[src/design/cle_pkg.sv]
//------------------------------------------------------------------------------
// cle_pkg: shared definitions for the cooked line editor
// Character codes, register indexes, the controller state type and the
// configuration bundle handed from the top level to the controller.
//------------------------------------------------------------------------------
`default_nettype none

package cle_pkg;

	// Default line length; the store holds one entry per byte of the line.
	localparam int LINE_LEN_DEF = 64;

	// Byte and configuration port widths.
	localparam int BYTE_W     = 8;
	localparam int CFG_IDX_W  = 1;
	localparam int CFG_DATA_W = 1;

	// Register indexes on the configuration port.
	localparam logic [CFG_IDX_W-1:0] CFG_RAW_MODE = 1'b0;
	localparam logic [CFG_IDX_W-1:0] CFG_CR_TO_NL = 1'b1;

	// Character codes.
	localparam logic [BYTE_W-1:0] CH_BS   = 8'h08;
	localparam logic [BYTE_W-1:0] CH_NL   = 8'h0A;
	localparam logic [BYTE_W-1:0] CH_CR   = 8'h0D;
	localparam logic [BYTE_W-1:0] CH_EOF  = 8'h04;
	localparam logic [BYTE_W-1:0] CH_KILL = 8'h15;

	// Controller states: taking bytes, or reading a finished line out.
	typedef enum logic {
		ST_IDLE,
		ST_DRAIN
	} state_t;

	// Configuration seen by the controller.
	typedef struct packed {
		logic raw_mode;
		logic cr_to_nl;
		logic clear_line;
	} cfg_t;

endpackage

`default_nettype wire

[src/design/cle_ram.sv]
//------------------------------------------------------------------------------
// cle_ram: generic simple dual-port RAM
// One write port and one read port; read data is registered and holds its
// value while no read is issued.
//------------------------------------------------------------------------------
`default_nettype none

module cle_ram #(
	parameter int WIDTH = 8,
	parameter int DEPTH = 64
) (
	input  wire logic                     clk,
	input  wire logic                     we,
	input  wire logic [$clog2(DEPTH)-1:0] waddr,
	input  wire logic [WIDTH-1:0]         wdata,
	input  wire logic                     re,
	input  wire logic [$clog2(DEPTH)-1:0] raddr,
	output      logic [WIDTH-1:0]         rdata
);

	logic [WIDTH-1:0] mem [DEPTH];
	logic [WIDTH-1:0] rdata_q;

	// Write port.
	always_ff @(posedge clk) begin
		if (we) begin
			mem[waddr] <= wdata;
		end
	end

	// Registered read port.
	always_ff @(posedge clk) begin
		if (re) begin
			rdata_q <= mem[raddr];
		end
	end

	assign rdata = rdata_q;

endmodule

`default_nettype wire

[src/design/cle_ctrl.sv]
//------------------------------------------------------------------------------
// cle_ctrl: line editing controller
// Decodes each request, keeps the fill count, writes bytes into the line
// store and reads a finished line back out through the output register.
//------------------------------------------------------------------------------
`default_nettype none

module cle_ctrl
	import cle_pkg::*;
#(
	parameter int LINE_LEN = LINE_LEN_DEF
) (
	input  wire logic                         clk,
	input  wire logic                         arst_n,
	input  wire cfg_t                         cfg,
	input  wire logic                         in_valid,
	output      logic                         in_stall,
	input  wire logic [BYTE_W-1:0]            data_in,
	output      logic                         out_valid,
	input  wire logic                         out_stall,
	output      logic [BYTE_W-1:0]            data_out,
	output      logic                         last,
	output      logic                         empty_record,
	output      logic                         ram_we,
	output      logic [$clog2(LINE_LEN)-1:0]  ram_waddr,
	output      logic [BYTE_W-1:0]            ram_wdata,
	output      logic                         ram_re,
	output      logic [$clog2(LINE_LEN)-1:0]  ram_raddr,
	input  wire logic [BYTE_W-1:0]            ram_rdata
);

	localparam int AW = $clog2(LINE_LEN);
	localparam int CW = $clog2(LINE_LEN + 1);

	state_t state_q, state_d;

	logic [CW-1:0]     fill_q;
	logic [CW-1:0]     rd_ptr_q;
	logic              pend_s1;
	logic              last_s1;
	logic              out_valid_q;
	logic [BYTE_W-1:0] data_out_q;
	logic              last_q;
	logic              empty_q;

	logic [BYTE_W-1:0] ch;
	logic              in_acc;
	logic              out_free;
	logic              is_bs;
	logic              is_kill;
	logic              is_end;
	logic [CW-1:0]     app_cnt;
	logic [CW-1:0]     line_cnt;
	logic              line_done;
	logic              line_empty;
	logic              load_in;
	logic              load_rd;
	logic              issue;

	// Carriage return mapping and handshake terms.
	assign ch       = (cfg.cr_to_nl && data_in == CH_CR) ? CH_NL : data_in;
	assign out_free = !out_valid_q || !out_stall;
	assign in_acc   = in_valid && !in_stall;

	// Decode of the byte against the current fill count.
	always_comb begin
		is_bs      = (ch == CH_BS);
		is_kill    = (ch == CH_KILL);
		is_end     = (ch == CH_NL) || (ch == CH_EOF);
		app_cnt    = fill_q + 1'b1;
		line_done  = !is_bs && !is_kill && (is_end || app_cnt == CW'(LINE_LEN));
		line_cnt   = (ch == CH_EOF) ? fill_q : app_cnt;
		line_empty = (line_cnt == '0);
	end

	// A raw byte or an empty record goes to the output register directly.
	assign load_in = in_acc && (cfg.raw_mode || (line_done && line_empty));
	// A byte read from the store moves on once the output register has room.
	assign load_rd = pend_s1 && out_free;

	// Next state.
	always_comb begin
		state_d = state_q;
		case (state_q)
			ST_IDLE: begin
				if (in_acc && !cfg.raw_mode && line_done && !line_empty) begin
					state_d = ST_DRAIN;
				end
			end
			ST_DRAIN: begin
				if (load_rd && last_s1) begin
					state_d = ST_IDLE;
				end
			end
			default: state_d = ST_IDLE;
		endcase
	end

	// State outputs: input stall and store accesses.
	always_comb begin
		in_stall = 1'b1;
		issue    = 1'b0;
		case (state_q)
			ST_IDLE: begin
				in_stall = !out_free;
			end
			ST_DRAIN: begin
				issue = (rd_ptr_q != fill_q) && (!pend_s1 || load_rd);
			end
			default: begin
				in_stall = 1'b1;
			end
		endcase
	end

	assign ram_we    = in_acc && !cfg.raw_mode && !is_bs && !is_kill;
	assign ram_waddr = fill_q[AW-1:0];
	assign ram_wdata = ch;
	assign ram_re    = issue;
	assign ram_raddr = rd_ptr_q[AW-1:0];

	// State register.
	always_ff @(posedge clk or negedge arst_n) begin
		if (!arst_n) begin
			state_q <= ST_IDLE;
		end else begin
			state_q <= state_d;
		end
	end

	// Fill count: edited by each cooked byte, cleared when a line is delivered or the raw mode register is written.
	always_ff @(posedge clk or negedge arst_n) begin
		if (!arst_n) begin
			fill_q <= '0;
		end else if (cfg.clear_line) begin
			fill_q <= '0;
		end else if (state_q == ST_DRAIN && load_rd && last_s1) begin
			fill_q <= '0;
		end else if (in_acc && !cfg.raw_mode) begin
			if (is_bs) begin
				if (fill_q != '0) begin
					fill_q <= fill_q - 1'b1;
				end
			end else if (is_kill) begin
				fill_q <= '0;
			end else if (line_done) begin
				fill_q <= line_cnt;
			end else begin
				fill_q <= app_cnt;
			end
		end
	end

	// Read pointer and the byte in flight from the store.
	always_ff @(posedge clk or negedge arst_n) begin
		if (!arst_n) begin
			rd_ptr_q <= '0;
			pend_s1  <= 1'b0;
			last_s1  <= 1'b0;
		end else begin
			if (in_acc) begin
				rd_ptr_q <= '0;
			end else if (issue) begin
				rd_ptr_q <= rd_ptr_q + 1'b1;
			end
			if (issue) begin
				pend_s1 <= 1'b1;
				last_s1 <= (rd_ptr_q + 1'b1 == fill_q);
			end else if (load_rd) begin
				pend_s1 <= 1'b0;
			end
		end
	end

	// Output register valid.
	always_ff @(posedge clk or negedge arst_n) begin
		if (!arst_n) begin
			out_valid_q <= 1'b0;
		end else if (load_in || load_rd) begin
			out_valid_q <= 1'b1;
		end else if (!out_stall) begin
			out_valid_q <= 1'b0;
		end
	end

	// Output register payload.
	always_ff @(posedge clk) begin
		if (load_rd) begin
			data_out_q <= ram_rdata;
			last_q     <= last_s1;
			empty_q    <= 1'b0;
		end else if (load_in) begin
			data_out_q <= cfg.raw_mode ? ch : '0;
			last_q     <= 1'b1;
			empty_q    <= !cfg.raw_mode;
		end
	end

	assign out_valid    = out_valid_q;
	assign data_out     = data_out_q;
	assign last         = last_q;
	assign empty_record = empty_q;

endmodule

`default_nettype wire

[src/design/cooked_line_editor_top.sv]
//------------------------------------------------------------------------------
// cooked_line_editor_top: console input line discipline
// Holds the configuration registers and joins the controller to the line
// store.
//
//   channel   | direction | handshake        | payload
//   ----------+-----------+------------------+----------------------------------
//   input     | in        | in_valid/in_stall | data_in
//   output    | out       | out_valid/out_stall | data_out, last, empty_record
//   config    | in        | cfg_wr_en        | cfg_index, cfg_data
//
// A finished line is read from the store one byte at a time through the
// store's registered read port; no request is taken meanwhile.
// Reset clears the fill count and the output valid and sets the registers to
// cooked mode with carriage return mapping on; the store needs no clearing pass.
// A stall on the output holds the read-out and, when the output register
// is full, the input.
//------------------------------------------------------------------------------
`default_nettype none

module cooked_line_editor_top
	import cle_pkg::*;
#(
	parameter int LINE_LEN = LINE_LEN_DEF
) (
	input  wire logic                  clk,
	input  wire logic                  arst_n,
	input  wire logic                  cfg_wr_en,
	input  wire logic [CFG_IDX_W-1:0]  cfg_index,
	input  wire logic [CFG_DATA_W-1:0] cfg_data,
	input  wire logic                  in_valid,
	output      logic                  in_stall,
	input  wire logic [BYTE_W-1:0]     data_in,
	output      logic                  out_valid,
	input  wire logic                  out_stall,
	output      logic [BYTE_W-1:0]     data_out,
	output      logic                  last,
	output      logic                  empty_record
);

	localparam int AW = $clog2(LINE_LEN);

	logic raw_mode_q;
	logic cr_to_nl_q;
	cfg_t cfg;

	logic              ram_we;
	logic [AW-1:0]     ram_waddr;
	logic [BYTE_W-1:0] ram_wdata;
	logic              ram_re;
	logic [AW-1:0]     ram_raddr;
	logic [BYTE_W-1:0] ram_rdata;

	// Configuration registers.
	always_ff @(posedge clk or negedge arst_n) begin
		if (!arst_n) begin
			raw_mode_q <= 1'b0;
			cr_to_nl_q <= 1'b1;
		end else if (cfg_wr_en) begin
			case (cfg_index)
				CFG_RAW_MODE: raw_mode_q <= cfg_data[0];
				CFG_CR_TO_NL: cr_to_nl_q <= cfg_data[0];
				default: ;
			endcase
		end
	end

	// A write to the raw mode register also drops the partial line.
	always_comb begin
		cfg.raw_mode   = raw_mode_q;
		cfg.cr_to_nl   = cr_to_nl_q;
		cfg.clear_line = cfg_wr_en && (cfg_index == CFG_RAW_MODE);
	end

	cle_ctrl #(
		.LINE_LEN (LINE_LEN)
	) u_ctrl (
		.clk          (clk),
		.arst_n       (arst_n),
		.cfg          (cfg),
		.in_valid     (in_valid),
		.in_stall     (in_stall),
		.data_in      (data_in),
		.out_valid    (out_valid),
		.out_stall    (out_stall),
		.data_out     (data_out),
		.last         (last),
		.empty_record (empty_record),
		.ram_we       (ram_we),
		.ram_waddr    (ram_waddr),
		.ram_wdata    (ram_wdata),
		.ram_re       (ram_re),
		.ram_raddr    (ram_raddr),
		.ram_rdata    (ram_rdata)
	);

	cle_ram #(
		.WIDTH (BYTE_W),
		.DEPTH (LINE_LEN)
	) u_line_store (
		.clk   (clk),
		.we    (ram_we),
		.waddr (ram_waddr),
		.wdata (ram_wdata),
		.re    (ram_re),
		.raddr (ram_raddr),
		.rdata (ram_rdata)
	);

endmodule

`default_nettype wire

[config.mk]
export PLATFORM = sky130hd
export DESIGN_NAME = cooked_line_editor_top
export DESIGN_NICKNAME = d
export VERILOG_FILES = /design/src/design/cle_pkg.sv /design/src/design/cle_ram.sv /design/src/design/cle_ctrl.sv /design/src/design/cooked_line_editor_top.sv
export SDC_FILE = /design/constraint.sdc
export NUM_CORES = 1
export LEC_CHECK = 0
export ABC_AREA = 1
export BUFFER_PORTS_ARGS = -buffer_cell sky130_fd_sc_hd__buf_2
export CORE_AREA = 2 2 237 216
export DETAILED_ROUTE_END_ITERATION = 6
export DIE_AREA = 0 0 239 218
export HOLD_SLACK_MARGIN = 0.05
export PLACE_DENSITY = 0.58
export SYNTH_ARGS = -nofsm -noshare
export SYNTH_HDL_FRONTEND = slang
export SYNTH_SLANG_ARGS = --single-unit
[constraint.sdc]
create_clock -name clk -period 3.55 [get_ports clk]
set_input_delay 0.71 -clock clk [delete_from_list [all_inputs] [get_ports clk]]
set_output_delay 0.71 -clock clk [all_outputs]
set_load 0.02 [all_outputs]
# Word level (Yosys, flattened, before mapping)
# Memories as Yosys holds them, arrays and structs flattened. A register that Yosys moved wholly into a read port is not among the register bits.
# Cells that the tools add are included.
# word_totals
wordCells	95
mem_bits_rw	512
input_bits	15
reg_bits	30
output_inout_bits	12
memories	1
# op_classes
eq_ne	10
muxes	27
n_bitwise	2
n_reduce_logical	41
add_sub_neg	3
# memory_table
memory	depth	width	read_ports	rd_clocked_by_memory_dff	wr	line_no	rtl
u_line_store.mem	64	8	1	1	1	cle_ram.sv:21	logic [WIDTH-1:0] mem [DEPTH];
# ops
cell	n
2-to-1 mux 7 bit	10
2-to-1 mux 8 bit	4
equality test 8 x 4 -> 1 bit, second input constant	3
logical AND 1 bit	17
adder 7 x 1 -> 7 bit, second input constant	2
2-to-1 mux 1 bit	12
zero test 1 bit	9
equality test 8 x 3 -> 1 bit, second input constant	1
equality test 8 x 5 -> 1 bit, second input constant	1
equality test 7 bit	1
equality test 7 bit, second input constant	1
zero test 7 bit	1
inequality test 7 bit	1
nonzero test 7 bit	1
subtractor 7 x 1 -> 7 bit, second input constant	1
logical OR 1 bit	6
AND reduction 2 bit	3
nonzero test 2 bit	3
inequality test 4 bit, second input constant	1
nonzero test 3 bit	1
inequality test 2 x 1 -> 1 bit, second input constant	1
inverter 1 bit	2
case mux 1 bit (2 select lines)	1

# Logic depth before layout (Yosys ltp)
# Gate-level depths: netlist of run 1.
# logic_depth
ltp_word	13
depth_mapped	15
mapped_depth_nobuf	15

# Hierarchy
# A second synthesis of run 1 with hierarchy kept.
# unflattened
cells_unflattened	2116
area_unflattened_um2	23707.7
# modules_own_cells
module	area_per_inst_um2	cells_per_inst	seq_area_each_um2	n_inst
cle_ram	21419.3	1805	15615.0	1
cle_ctrl	2194.6	299	740.7	1
cooked_line_editor_top	93.8	12	51.3	1

# Worst setup path after synthesis of run 1
# OpenSTA, ideal clock, no wires.
# synth_timing
path_kind	in2reg
startpoint	input data_in[4]
endpoint	memory u_line_store.mem[0][0], data pin
setup_time_ns	0.500
required_time_ns	3.050
cell_stages	6
path_slack_ns	0.498
path_buffers	0
arrival_time_ns	2.552
path_cell_list	nor2_1 -> nand2_1 -> inv_2 -> nand2_2 -> inv_1 -> nor2_1
# synth_via
elab_chain_len	3
# synth_lines
element	line_no	rtl
start: declaration	cooked_line_editor_top.sv:33	input wire logic [BYTE_W-1:0] data_in,
equality test 8 x 4 -> 1 bit	cle_ctrl.sv:61	assign ch = (cfg.cr_to_nl && data_in == CH_CR) ? CH_NL : data_in;
logical AND 1 bit	cle_ctrl.sv:61	
2-to-1 mux 8 bit	cle_ctrl.sv:61	
named net ram_wdata[0]	cooked_line_editor_top.sv:49	logic [BYTE_W-1:0] ram_wdata;
end: declaration	cle_ram.sv:21	
# The timed path passes the listed nets, and every way through them passes these cells.

# Final worst setup path of run 1
# layout_timing
startpoint	register cr_to_nl_q
endpoint	memory u_line_store.mem[9][6], enable pin
# layout_via
elab_chain_len	8
word_cells_on_any_way	10
cone_classes	2 x eq/ne; 3 x mux; 5 x reduce/logical
# layout_lines
element	line_no	rtl
start: declaration	cooked_line_editor_top.sv:44	logic cr_to_nl_q;
start signal: assignment	cooked_line_editor_top.sv:62	CFG_CR_TO_NL: cr_to_nl_q <= cfg_data[0];
logical AND 1 bit *	cle_ctrl.sv:61	
2-to-1 mux 8 bit *	cle_ctrl.sv:61	
equality test 8 x 4 -> 1 bit	cle_ctrl.sv:67	is_bs = (ch == CH_BS);
zero test 1 bit	cle_ctrl.sv:116	assign ram_we = in_acc && !cfg.raw_mode && !is_bs && !is_kill;
logical AND 1 bit	cle_ctrl.sv:116	
logical AND 1 bit *	cle_ctrl.sv:116	
2-to-1 mux 1 bit *	cle_ram.sv:26	if (we) begin
2-to-1 mux 1 bit (not written as such) *	cle_ram.sv:27	mem[waddr] <= wdata;
# Every way passes the cells marked *; elsewhere a longest branch is shown, timed or not.

==> impl_results.html, run 1 <==
<table>
<tr><th>Metric</th><th>Value</th></tr>
<tr><th colspan="2">Power</th></tr>
<tr><td>Combinational share of power</td><td>roughly 10%</td></tr>
<tr><td>Power per standard cell area</td><td>between 500 and 600 nW/um^2</td></tr>
<tr><td>Clk pwr share</td><td>between 30 and 40%</td></tr>
<tr><td>Highest ir drop seen on vdd</td><td>between 300 and 400 uV</td></tr>
<tr><td>Reg power frac</td><td>51.4%</td></tr>
<tr><td>Total net switching power</td><td>approximately 3.5 mW</td></tr>
<tr><td>Switching share of total power</td><td>between 20% and 30%</td></tr>
<tr><td>Int Pwr</td><td>around 11 mW</td></tr>
<tr><td>Reported leakage power</td><td>between 8 and 9 nW</td></tr>
<tr><th colspan="2">Worst setup path</th></tr>
<tr><td>Crit path kind</td><td>flop to flop</td></tr>
<tr><td>Maximum fanout encountered on the critical timing path</td><td>8</td></tr>
<tr><td>Cell with the largest stage delay on the worst path</td><td>sky130_fd_sc_hd__nor2_1</td></tr>
<tr><td>CP endpoint kind</td><td>flop</td></tr>
<tr><td>Launching instance or port of the critical path</td><td>cr_to_nl_q</td></tr>
<tr><td>Critical path cell sequence</td><td>nand3_1, nor2_1, nand2_2, nand3_1, nor2_4, nor2_4, nand2_2, inv_6, nand3_2, nor2_1</td></tr>
<tr><td>Max stage delay on crit path</td><td>roughly 0.68 ns</td></tr>
<tr><td>Category of the worst setup path launch point</td><td>flop</td></tr>
<tr><td>Number of cells on the worst reg-to-reg path</td><td>10</td></tr>
<tr><td>Worst reg2reg setup slack</td><td>about 0.66 ns</td></tr>
<tr><td>CP required</td><td>3.80 ns</td></tr>
<tr><td>CP Capture Point</td><td>u_line_store.mem[9][6]</td></tr>
<tr><td>Data arrival time of the worst path</td><td>about 3.1 ns</td></tr>
<tr><td>Endpoint of the worst register-to-register path</td><td>u_line_store.mem[9][6]</td></tr>
<tr><td>RR Startpoint</td><td>cr_to_nl_q</td></tr>
<tr><th colspan="2">Timing</th></tr>
<tr><td>Final worst clock skew</td><td>~0.029 ns</td></tr>
<tr><td>Share of the clock period used by the worst path after layout</td><td>between 80% and 90%</td></tr>
<tr><td>Hold violation total from the final report</td><td>0</td></tr>
<tr><td>Final worst slack</td><td>between 0.6 and 0.7 ns</td></tr>
<tr><td>Unrepaired setup endpoints after global routing</td><td>false</td></tr>
<tr><td>Upper clock frequency limit</td><td>between 300 and 400 MHz</td></tr>
<tr><td>Final setup vio count</td><td>0</td></tr>
<tr><td>Actual transition at the worst max-transition pin</td><td>around 1.0 ns</td></tr>
<tr><td>Worst hold slack</td><td>0.0601 ns</td></tr>
<tr><td>Final critical path time including I/O delays and setup</td><td>between 2 and 3 ns</td></tr>
<tr><td>Number of pins exceeding their max-slew limit in the final report</td><td>0</td></tr>
<tr><td>Max transition margin</td><td>between 30% and 40%</td></tr>
<tr><td>Setup TNS Final</td><td>0 ns</td></tr>
<tr><th colspan="2">Route</th></tr>
<tr><td>Detailed-route DRC error count</td><td>0</td></tr>
<tr><td>Aggregate routed wire length</td><td>roughly 60,000 um</td></tr>
<tr><td>Vias after detailed routing</td><td>between 10,000 and 15,000</td></tr>
<tr><td>Total iterations of the first detailed-routing run</td><td>5</td></tr>
<tr><td>Vias/cell</td><td>5.85</td></tr>
<tr><td>Count of nets left with antenna violations after detail routing</td><td>0</td></tr>
<tr><td>First-iteration detailed-routing DRC count</td><td>1,645</td></tr>
<tr><td>Post-DR wirelength/cell</td><td>23.8 um</td></tr>
<tr><th colspan="2">Floorplan</th></tr>
<tr><td>Die height</td><td>about 220 um</td></tr>
<tr><td>Chip Width</td><td>between 200 and 250 um</td></tr>
<tr><td>Total core area</td><td>between 40,000 and 50,000 um^2</td></tr>
<tr><td>Total die area</td><td>between 50,000 and 60,000 um^2</td></tr>
<tr><td>I/O pin count</td><td>27</td></tr>
<tr><td>Number of core rows</td><td>roughly 80</td></tr>
<tr><td>Effective utilization at floorplan</td><td>roughly 45%</td></tr>
<tr><th colspan="2">Yosys</th></tr>
<tr><td>Number of unique standard cell types used by synthesis</td><td>44</td></tr>
<tr><td>Most used standard cell by instance count after synthesis</td><td>sky130_fd_sc_hd__edfxtp_1</td></tr>
<tr><td>Post-synthesis instance area</td><td>roughly 23,000 um^2</td></tr>
<tr><td>Syn Nets</td><td>roughly 1,800</td></tr>
<tr><td>Proportion of synthesized flip-flops having asynchronous set or reset</td><td>under 10%</td></tr>
<tr><td>Most instantiated cells after synthesis</td><td>sky130_fd_sc_hd__edfxtp_1, sky130_fd_sc_hd__nor2_1, sky130_fd_sc_hd__o21ai_0</td></tr>
<tr><td>Top-area cell type share of the netlist area</td><td>70.2%</td></tr>
<tr><td>Yosys warns</td><td>0</td></tr>
<tr><td>Leading post-synthesis cells by cell area</td><td>sky130_fd_sc_hd__edfxtp_1, sky130_fd_sc_hd__nor2_1, sky130_fd_sc_hd__o21ai_0</td></tr>
<tr><td>Seq/Total Area, Yosys</td><td>between 70% and 80%</td></tr>
<tr><td>Count of flip-flops with a built-in enable after synthesis</td><td>about 530</td></tr>
<tr><td>Most common flop cell mapped by yosys</td><td>sky130_fd_sc_hd__edfxtp_1</td></tr>
<tr><td>Number of register bits inferred by synthesis</td><td>550</td></tr>
<tr><td>Gate count of the mapped netlist</td><td>about 1,800</td></tr>
<tr><td>Mean area per synthesized cell</td><td>approximately 13 um^2</td></tr>
<tr><td>Cell type with the largest total area after synthesis</td><td>sky130_fd_sc_hd__edfxtp_1</td></tr>
<tr><th colspan="2">Final layout</th></tr>
<tr><td>Synthesis-to-layout area growth</td><td>12.3%</td></tr>
<tr><td>ANT cells</td><td>0</td></tr>
<tr><td>Share of layout cells above drive strength 1</td><td>about an eighth</td></tr>
<tr><td>Final net count</td><td>~1,900</td></tr>
<tr><td>Final-layout fill cell count</td><td>around 4,300</td></tr>
<tr><th colspan="2">Clock tree</th></tr>
<tr><td>Post-CTS Setup Bufs</td><td>0</td></tr>
<tr><td>Cell chosen for the clock root</td><td>sky130_fd_sc_hd__clkbuf_16</td></tr>
<tr><td>Num Clock Sinks</td><td>550</td></tr>
<tr><td>Clock tree from TritonCTS</td><td>yes</td></tr>
<tr><td>Maximum clock insertion buffer count</td><td>3</td></tr>
<tr><td>Clock transition at the registers of the reported paths</td><td>around 0.060 ns</td></tr>
<tr><td>Number of hold buffers added after cts</td><td>0</td></tr>
<tr><td>Latest clock arrival within the worst-skew pair</td><td>0.62 ns</td></tr>
<tr><td>PostCTS Resize Cnt</td><td>0</td></tr>
<tr><td>Number of levels the H-tree was split into</td><td>2</td></tr>
<tr><td>Number of clock buffers inserted by TritonCTS</td><td>55</td></tr>
<tr><th colspan="2">Placement</th></tr>
<tr><td>Routability congestion estimate</td><td>approximately 0.87</td></tr>
<tr><td>Pre-CTS setup slack</td><td>roughly 0.21 ns</td></tr>
<tr><td>Port bufs</td><td>26</td></tr>
<tr><td>Post-detail-place hpwl</td><td>between 30,000 and 40,000 um</td></tr>
<tr><th colspan="2">Hold path</th></tr>
<tr><td>Tightest Hold Check Type</td><td>primary input to asynchronous set/reset pin</td></tr>
<tr><th colspan="2">Global routing</th></tr>
<tr><td>GRT Resource Usage Total</td><td>between 20 and 25%</td></tr>
<tr><td>Maximum number of pins on one net before global-route repair</td><td>roughly 130</td></tr>
<tr><td>First-pass GRT wire length</td><td>around 90,000 um</td></tr>
<tr><td>Number of antenna violations at the first check in global routing</td><td>0</td></tr>
<tr><td>Aggregate global routing overflow</td><td>0</td></tr>
<tr><td>Vias in the first global route</td><td>around 14,000</td></tr>
<tr><th colspan="2">Flow run</th></tr>
<tr><td>Number of maximum-capacitance constraint violations</td><td>0</td></tr>
<tr><th colspan="2">Status</th></tr>
<tr><td>Outcome</td><td>finished clean</td></tr>
</table>
==> critical path: cells and delay by family, from the launching register on <==
family | cells | cell delay [ns]
buffers and inverters | 1 | 0.17
and+or+nand+nor | 9 | 1.80
DFF | 1 | 0.55
==> placed cells by master (no fill, tap or decap), drive strengths merged <==
cell type	n
nand3	93
a21o	2
inv	44
xor2	14
nor2	354
bufinv	2
ha	4
o22ai	90
dfrtp	19
nand3b	1
o211ai	15
nand4	10
nor4	1
a21oi	41
o31ai	1
clkbuf	70
dfstp	1
buf	104
xnor2	5
or2	1
edfxtp	529
nor3b	1
o21ai	275
dfxtp	1
clkinvlp	1
a31oi	1
clkinv	35
nor3	9
o221ai	49
nand2	117
o32ai	1
==> cell families after synthesis <==
logic type	after synthesis	synth area share (%)
simple gates	587	11.3
flops	550	72.5
compound gates	475	12.1
buf+inv	167	3.14
xor+xnor	19	0.769
fa+ha+maj	4	0.221
==> power groups by stage <==
stage | Clock (mW) | Sequential [mW] | Combinational (mW)
finish | 5.45 | 7.27 | 1.42
global placement | 0 | 7.41 | 1.40
CTS | 5.53 | 7.27 | 1.41
floorplan | 0 | 7.38 | 0.906
global route | 5.77 | 7.27 | 1.54
detailed placement | 0 | 7.40 | 1.41
==> how the worst min path moves through the flow <==
stage | from | to | slack, ns | depth (start not counted)
6_report | arst_n | raw_mode_q | 0.06 | 1
5_1_grt | arst_n | raw_mode_q | 0.08 | 1
4_1_cts | arst_n | u_ctrl.fill_q[5] | 0.05 | 1
3_5_place_dp | u_ctrl.empty_record | u_ctrl.empty_record | 0.46 | 2
3_3_place_gp | u_ctrl.empty_record | u_ctrl.empty_record | 0.46 | 2
2_1_floorplan | arst_n | raw_mode_q | 0.41 | 0
==> sequential cells by signal, indices dropped and copies added (netlist names) <==
register / flops
cr_to_nl_q: 1
raw_mode_q: 1
u_ctrl.data_out: 8
u_ctrl.empty_record: 1
u_ctrl.fill_q: 7
u_ctrl.last: 1
u_ctrl.last_s1: 1
u_ctrl.out_valid: 1
u_ctrl.pend_s1: 1
u_ctrl.rd_ptr_q: 7
u_ctrl.state_q: 1
u_line_store.mem: 512
u_line_store.rdata: 8
==> through the flow <==
step	util, %	power [mW]	cells	instance area [um^2]
floorplan	-	8.28	1802	22600
global placement	47.7	8.81	2427	23700
CTS	51.0	14.2	2530	25400
detailed placement	47.7	8.81	2427	23700
finish	51.1	14.1	2531	25400
global route	51.1	14.6	2531	25400
==> final cells by class <==
type | instances | area, um^2 | area share (%)
Clock buffer | 69 | 1450 | 5.71
Clock inverter | 34 | 224 | 0.881
Inverter | 48 | 191 | 0.753
Multi-Input combinational cell | 1085 | 5520 | 21.7
Sequential cell | 550 | 16400 | 64.6
Tap cell | 640 | 801 | 3.15
Timing Repair Buffer | 105 | 811 | 3.19
==> routing by layer <==
| metal | GRT usage [%] | share of wire (%) | routed length [um] |
|---|---|---|---|
| met1 | 34.2 | 46 | 27400 |
| met4 | 7.79 | 2.9 | 1770 |
| met5 | 0 | 0 | 0 |
| met3 | 3.85 | 6.6 | 3960 |
| met2 | 35.1 | 45 | 27000 |
Note: power is estimated with default switching activity, not from simulation.
==> run 2: changes to the inputs <==
==> constraint.sdc (replaced) <==
create_clock -name clk -period 2.8 [get_ports clk]
set_input_delay 0.56 -clock clk [delete_from_list [all_inputs] [get_ports clk]]
set_output_delay 0.56 -clock clk [all_outputs]
set_load 0.02 [all_outputs]
==> run 2 against run 1 <==
Sequential power rose by 26%. Die area unchanged. Sequential share of layout area down 1.2 points. Power rose by 29%. Register-to-register slack got worse by 0.35 ns. Combinational power rose by 33%. Flip-flop and latch count unchanged. Clock skew fell by 0.012 ns. First-iteration DRC count grew 15%. Maximum frequency increased by 16%. Largest power group unchanged.
==> impl_results.html, run 2 (synthesis gave the netlist of run 1 again) <==
<table>
<tr><th>Metric</th><th>Value</th></tr>
<tr><th colspan="2">Status</th></tr>
<tr><td>Outcome</td><td>finished clean</td></tr>
<tr><th colspan="2">Worst setup path</th></tr>
<tr><td>Endpoint of the worst register-to-register path</td><td>u_ctrl.data_out[5]</td></tr>
<tr><td>Most frequent cell on the critical path</td><td>sky130_fd_sc_hd__nand2_1</td></tr>
<tr><td>CP required</td><td>approximately 3 ns</td></tr>
<tr><td>Max stage delay on crit path</td><td>0.72 ns</td></tr>
<tr><td>RR Startpoint</td><td>u_ctrl.fill_q[4]</td></tr>
<tr><td>Data arrival time of the worst path</td><td>~2.8 ns</td></tr>
<tr><td>Top delay family on crit path</td><td>simple AND/OR/NAND/NOR gates</td></tr>
<tr><td>Bufs and invs on worst path</td><td>0</td></tr>
<tr><td>Critical path cell sequence</td><td>nand2_1, o21ai_1, nand2_1, a21oi_1, nand3_1, nor2_2, nand2_1, nand2_1, nand2_2, nand2_1</td></tr>
<tr><td>Crit path kind</td><td>flop to flop</td></tr>
<tr><td>Worst reg2reg setup slack</td><td>0.31 ns</td></tr>
<tr><td>Maximum fanout encountered on the critical timing path</td><td>11</td></tr>
<tr><td>Cell with the largest stage delay on the worst path</td><td>sky130_fd_sc_hd__dfrtp_1</td></tr>
<tr><td>Number of cells on the worst reg-to-reg path</td><td>10</td></tr>
<tr><td>CP endpoint kind</td><td>flop</td></tr>
<tr><td>Category of the worst setup path launch point</td><td>flop</td></tr>
<tr><th colspan="2">Clock tree</th></tr>
<tr><td>Latest clock arrival within the worst-skew pair</td><td>approximately 0.61 ns</td></tr>
<tr><td>Clock tree from TritonCTS</td><td>yes</td></tr>
<tr><td>Number of levels the H-tree was split into</td><td>2</td></tr>
<tr><td>Cell chosen for the clock root</td><td>sky130_fd_sc_hd__clkbuf_16</td></tr>
<tr><td>Maximum clock insertion buffer count</td><td>3</td></tr>
<tr><td>Post-CTS Setup Bufs</td><td>0</td></tr>
<tr><td>Num Clock Sinks</td><td>550</td></tr>
<tr><td>Clock transition at the registers of the reported paths</td><td>0.06 ns</td></tr>
<tr><td>Number of clock buffers inserted by TritonCTS</td><td>55</td></tr>
<tr><th colspan="2">Final layout</th></tr>
<tr><td>Area of the multi-input gates</td><td>about 5500 um^2</td></tr>
<tr><td>Area taken by flip-flops and latches</td><td>16,400 um^2</td></tr>
<tr><td>Share of layout cells above drive strength 1</td><td>around 14%</td></tr>
<tr><td>Max FFs per register</td><td>approximately 500</td></tr>
<tr><td>Reg with most FFs</td><td>u_line_store.mem</td></tr>
<tr><td>Final net count</td><td>between 1,500 and 2,000</td></tr>
<tr><td>Non-filler cells in the finished layout</td><td>2,577</td></tr>
<tr><td>Synthesis-to-layout area growth</td><td>14.4%</td></tr>
<tr><td>Final-layout fill cell count</td><td>4,218</td></tr>
<tr><td>Most common library cell in the layout ignoring fill and taps</td><td>sky130_fd_sc_hd__edfxtp_1</td></tr>
<tr><td>ANT cells</td><td>0</td></tr>
<tr><td>Commonest cells after routing, fill and taps aside</td><td>sky130_fd_sc_hd__edfxtp_1, sky130_fd_sc_hd__nor2_1, sky130_fd_sc_hd__o21ai_0</td></tr>
<tr><th colspan="2">Route</th></tr>
<tr><td>Count of nets left with antenna violations after detail routing</td><td>0</td></tr>
<tr><td>Vias after detailed routing</td><td>15,200</td></tr>
<tr><td>Post-DR wirelength/cell</td><td>roughly 24 um</td></tr>
<tr><td>Uppermost layer routed</td><td>met4</td></tr>
<tr><td>Metal1 wirelength</td><td>between 20,000 and 30,000 um</td></tr>
<tr><td>Detailed-route DRC error count</td><td>0</td></tr>
<tr><td>Met3 routed WL</td><td>about 5200 um</td></tr>
<tr><td>Vias/cell</td><td>between 5 and 6</td></tr>
<tr><td>Aggregate routed wire length</td><td>just over 60,000 um</td></tr>
<tr><td>Sum of met2 wire segment lengths after detailed routing</td><td>27,300 um</td></tr>
<tr><td>Total iterations of the first detailed-routing run</td><td>6</td></tr>
<tr><td>First-iteration detailed-routing DRC count</td><td>between 1,500 and 2,000</td></tr>
<tr><th colspan="2">Timing</th></tr>
<tr><td>Actual transition at the worst max-transition pin</td><td>between 1 and 1.5 ns</td></tr>
<tr><td>Unrepaired setup endpoints after global routing</td><td>false</td></tr>
<tr><td>Final setup vio count</td><td>0</td></tr>
<tr><td>Number of pins exceeding their max-slew limit in the final report</td><td>0</td></tr>
<tr><td>Setup TNS Final</td><td>0 ns</td></tr>
<tr><td>Final worst clock skew</td><td>between 0.015 and 0.02 ns</td></tr>
<tr><td>Share of the clock period used by the worst path after layout</td><td>between 80 and 90%</td></tr>
<tr><td>Upper clock frequency limit</td><td>402 MHz</td></tr>
<tr><td>Final critical path time including I/O delays and setup</td><td>around 2.5 ns</td></tr>
<tr><td>Max transition margin</td><td>32.4%</td></tr>
<tr><td>Hold violation total from the final report</td><td>0</td></tr>
<tr><th colspan="2">Hold path</th></tr>
<tr><td>Tightest Hold Check Type</td><td>primary input to flop</td></tr>
<tr><td>Hold path depth</td><td>2</td></tr>
<tr><td>Worst hold start</td><td>cfg_wr_en</td></tr>
<tr><td>End of the worst hold path</td><td>cr_to_nl_q</td></tr>
<tr><th colspan="2">Floorplan</th></tr>
<tr><td>Total die area</td><td>approximately 52,000 um^2</td></tr>
<tr><td>Chip Width</td><td>~240 um</td></tr>
<tr><td>Die height</td><td>218 um</td></tr>
<tr><td>Effective utilization at floorplan</td><td>45.5%</td></tr>
<tr><td>Total core area</td><td>between 40,000 and 50,000 um^2</td></tr>
<tr><td>I/O pin count</td><td>27</td></tr>
<tr><td>Number of core rows</td><td>around 80</td></tr>
<tr><th colspan="2">Global routing</th></tr>
<tr><td>First-pass GRT wire length</td><td>93,100 um</td></tr>
<tr><td>Number of antenna violations at the first check in global routing</td><td>1</td></tr>
<tr><td>GRT Resource Usage Total</td><td>24.0%</td></tr>
<tr><td>Maximum number of pins on one net before global-route repair</td><td>approximately 70</td></tr>
<tr><td>Vias in the first global route</td><td>approximately 15,000</td></tr>
<tr><td>Aggregate global routing overflow</td><td>0</td></tr>
<tr><th colspan="2">Power</th></tr>
<tr><td>Power per standard cell area</td><td>about 710 nW/um^2</td></tr>
<tr><td>Reported leakage power</td><td>just under 9 nW</td></tr>
<tr><td>Highest ir drop seen on vdd</td><td>450 uV</td></tr>
<tr><th colspan="2">Flow run</th></tr>
<tr><td>Number of maximum-capacitance constraint violations</td><td>0</td></tr>
<tr><th colspan="2">Placement</th></tr>
<tr><td>Placed insts</td><td>~2,500</td></tr>
<tr><td>Port bufs</td><td>26</td></tr>
<tr><td>Post-detail-place hpwl</td><td>roughly 37,000 um</td></tr>
<tr><td>Routability congestion estimate</td><td>between 0.9 and 1</td></tr>
</table>
==> run 2: cell types whose count changed in the layout (fill, tap and decap cells not counted), sizes merged <==
cell,delta
clkinv,-9
bufinv,+3
inv,+2
clkbuf,+2
dlygate4sd3,+1
buf,+47
==> run 2: layout make-up <==
class | count | share of cell area, %
Timing Repair Buffer | 152 | 4.70
Inverter | 48 | 0.740
Tap cell | 640 | 3.09
Multi-Input combinational cell | 1085 | 21.3
Clock buffer | 72 | 5.64
Clock inverter | 30 | 1.06
Sequential cell | 550 | 63.4
==> run 2: worst max-delay path by stage <==
stage	from	end	cells after the start
after floorplan	data_in[4]	u_line_store.mem[46][0]	11
after global placement	data_in[4]	u_line_store.mem[1][2]	14
after detailed placement	data_in[4]	u_line_store.mem[52][6]	13
after CTS	u_ctrl.fill_q[4]	u_ctrl.data_out[5]	10
after global routing	u_ctrl.fill_q[4]	u_ctrl.data_out[1]	10
final	u_ctrl.fill_q[4]	u_ctrl.data_out[5]	10
==> run 2: per-stage QoR <==
| stage | util [%] | hold slack, ns | setup slack [ns] | power (mW) | cell area [um^2] |
|---|---|---|---|---|---|
| 6_report | 52.0 | 0.124 | 0.312 | 18.3 | 25900 |
| 5_1_grt | 52.0 | 0.116 | 0.0618 | 18.9 | 25900 |
| 3_3_place_gp | 48.5 | 0.455 | 0.0513 | 11.2 | 24100 |
| 4_1_cts | 52.0 | 0.102 | 0.297 | 18.4 | 25900 |
| 2_1_floorplan | - | 0.264 | 0.382 | 10.5 | 22600 |
| 3_5_place_dp | 48.5 | 0.467 | 0.0499 | 11.2 | 24100 |
==> run 2: layer usage <==
layer | vias up | GRT usage, %
li1 | 6859 | -
met1 | 7483 | 35.8
met2 | 706 | 35.3
met3 | 107 | 4.54
met4 | 0 | 7.96
met5 | - | 0
==> run 2: power by group <==
part	switching (mW)	total [mW]	internal, mW
clock network	3.09	7.20	4.12
logic	1.36	1.89	0.531
registers	0.0580	9.19	9.13
total	4.51	18.3	13.8
==> run 2: timing repair <==
action,in CTS,in global routing
hold buffers,1,0
resized for setup,0,0
hold endpoints to repair,19,0
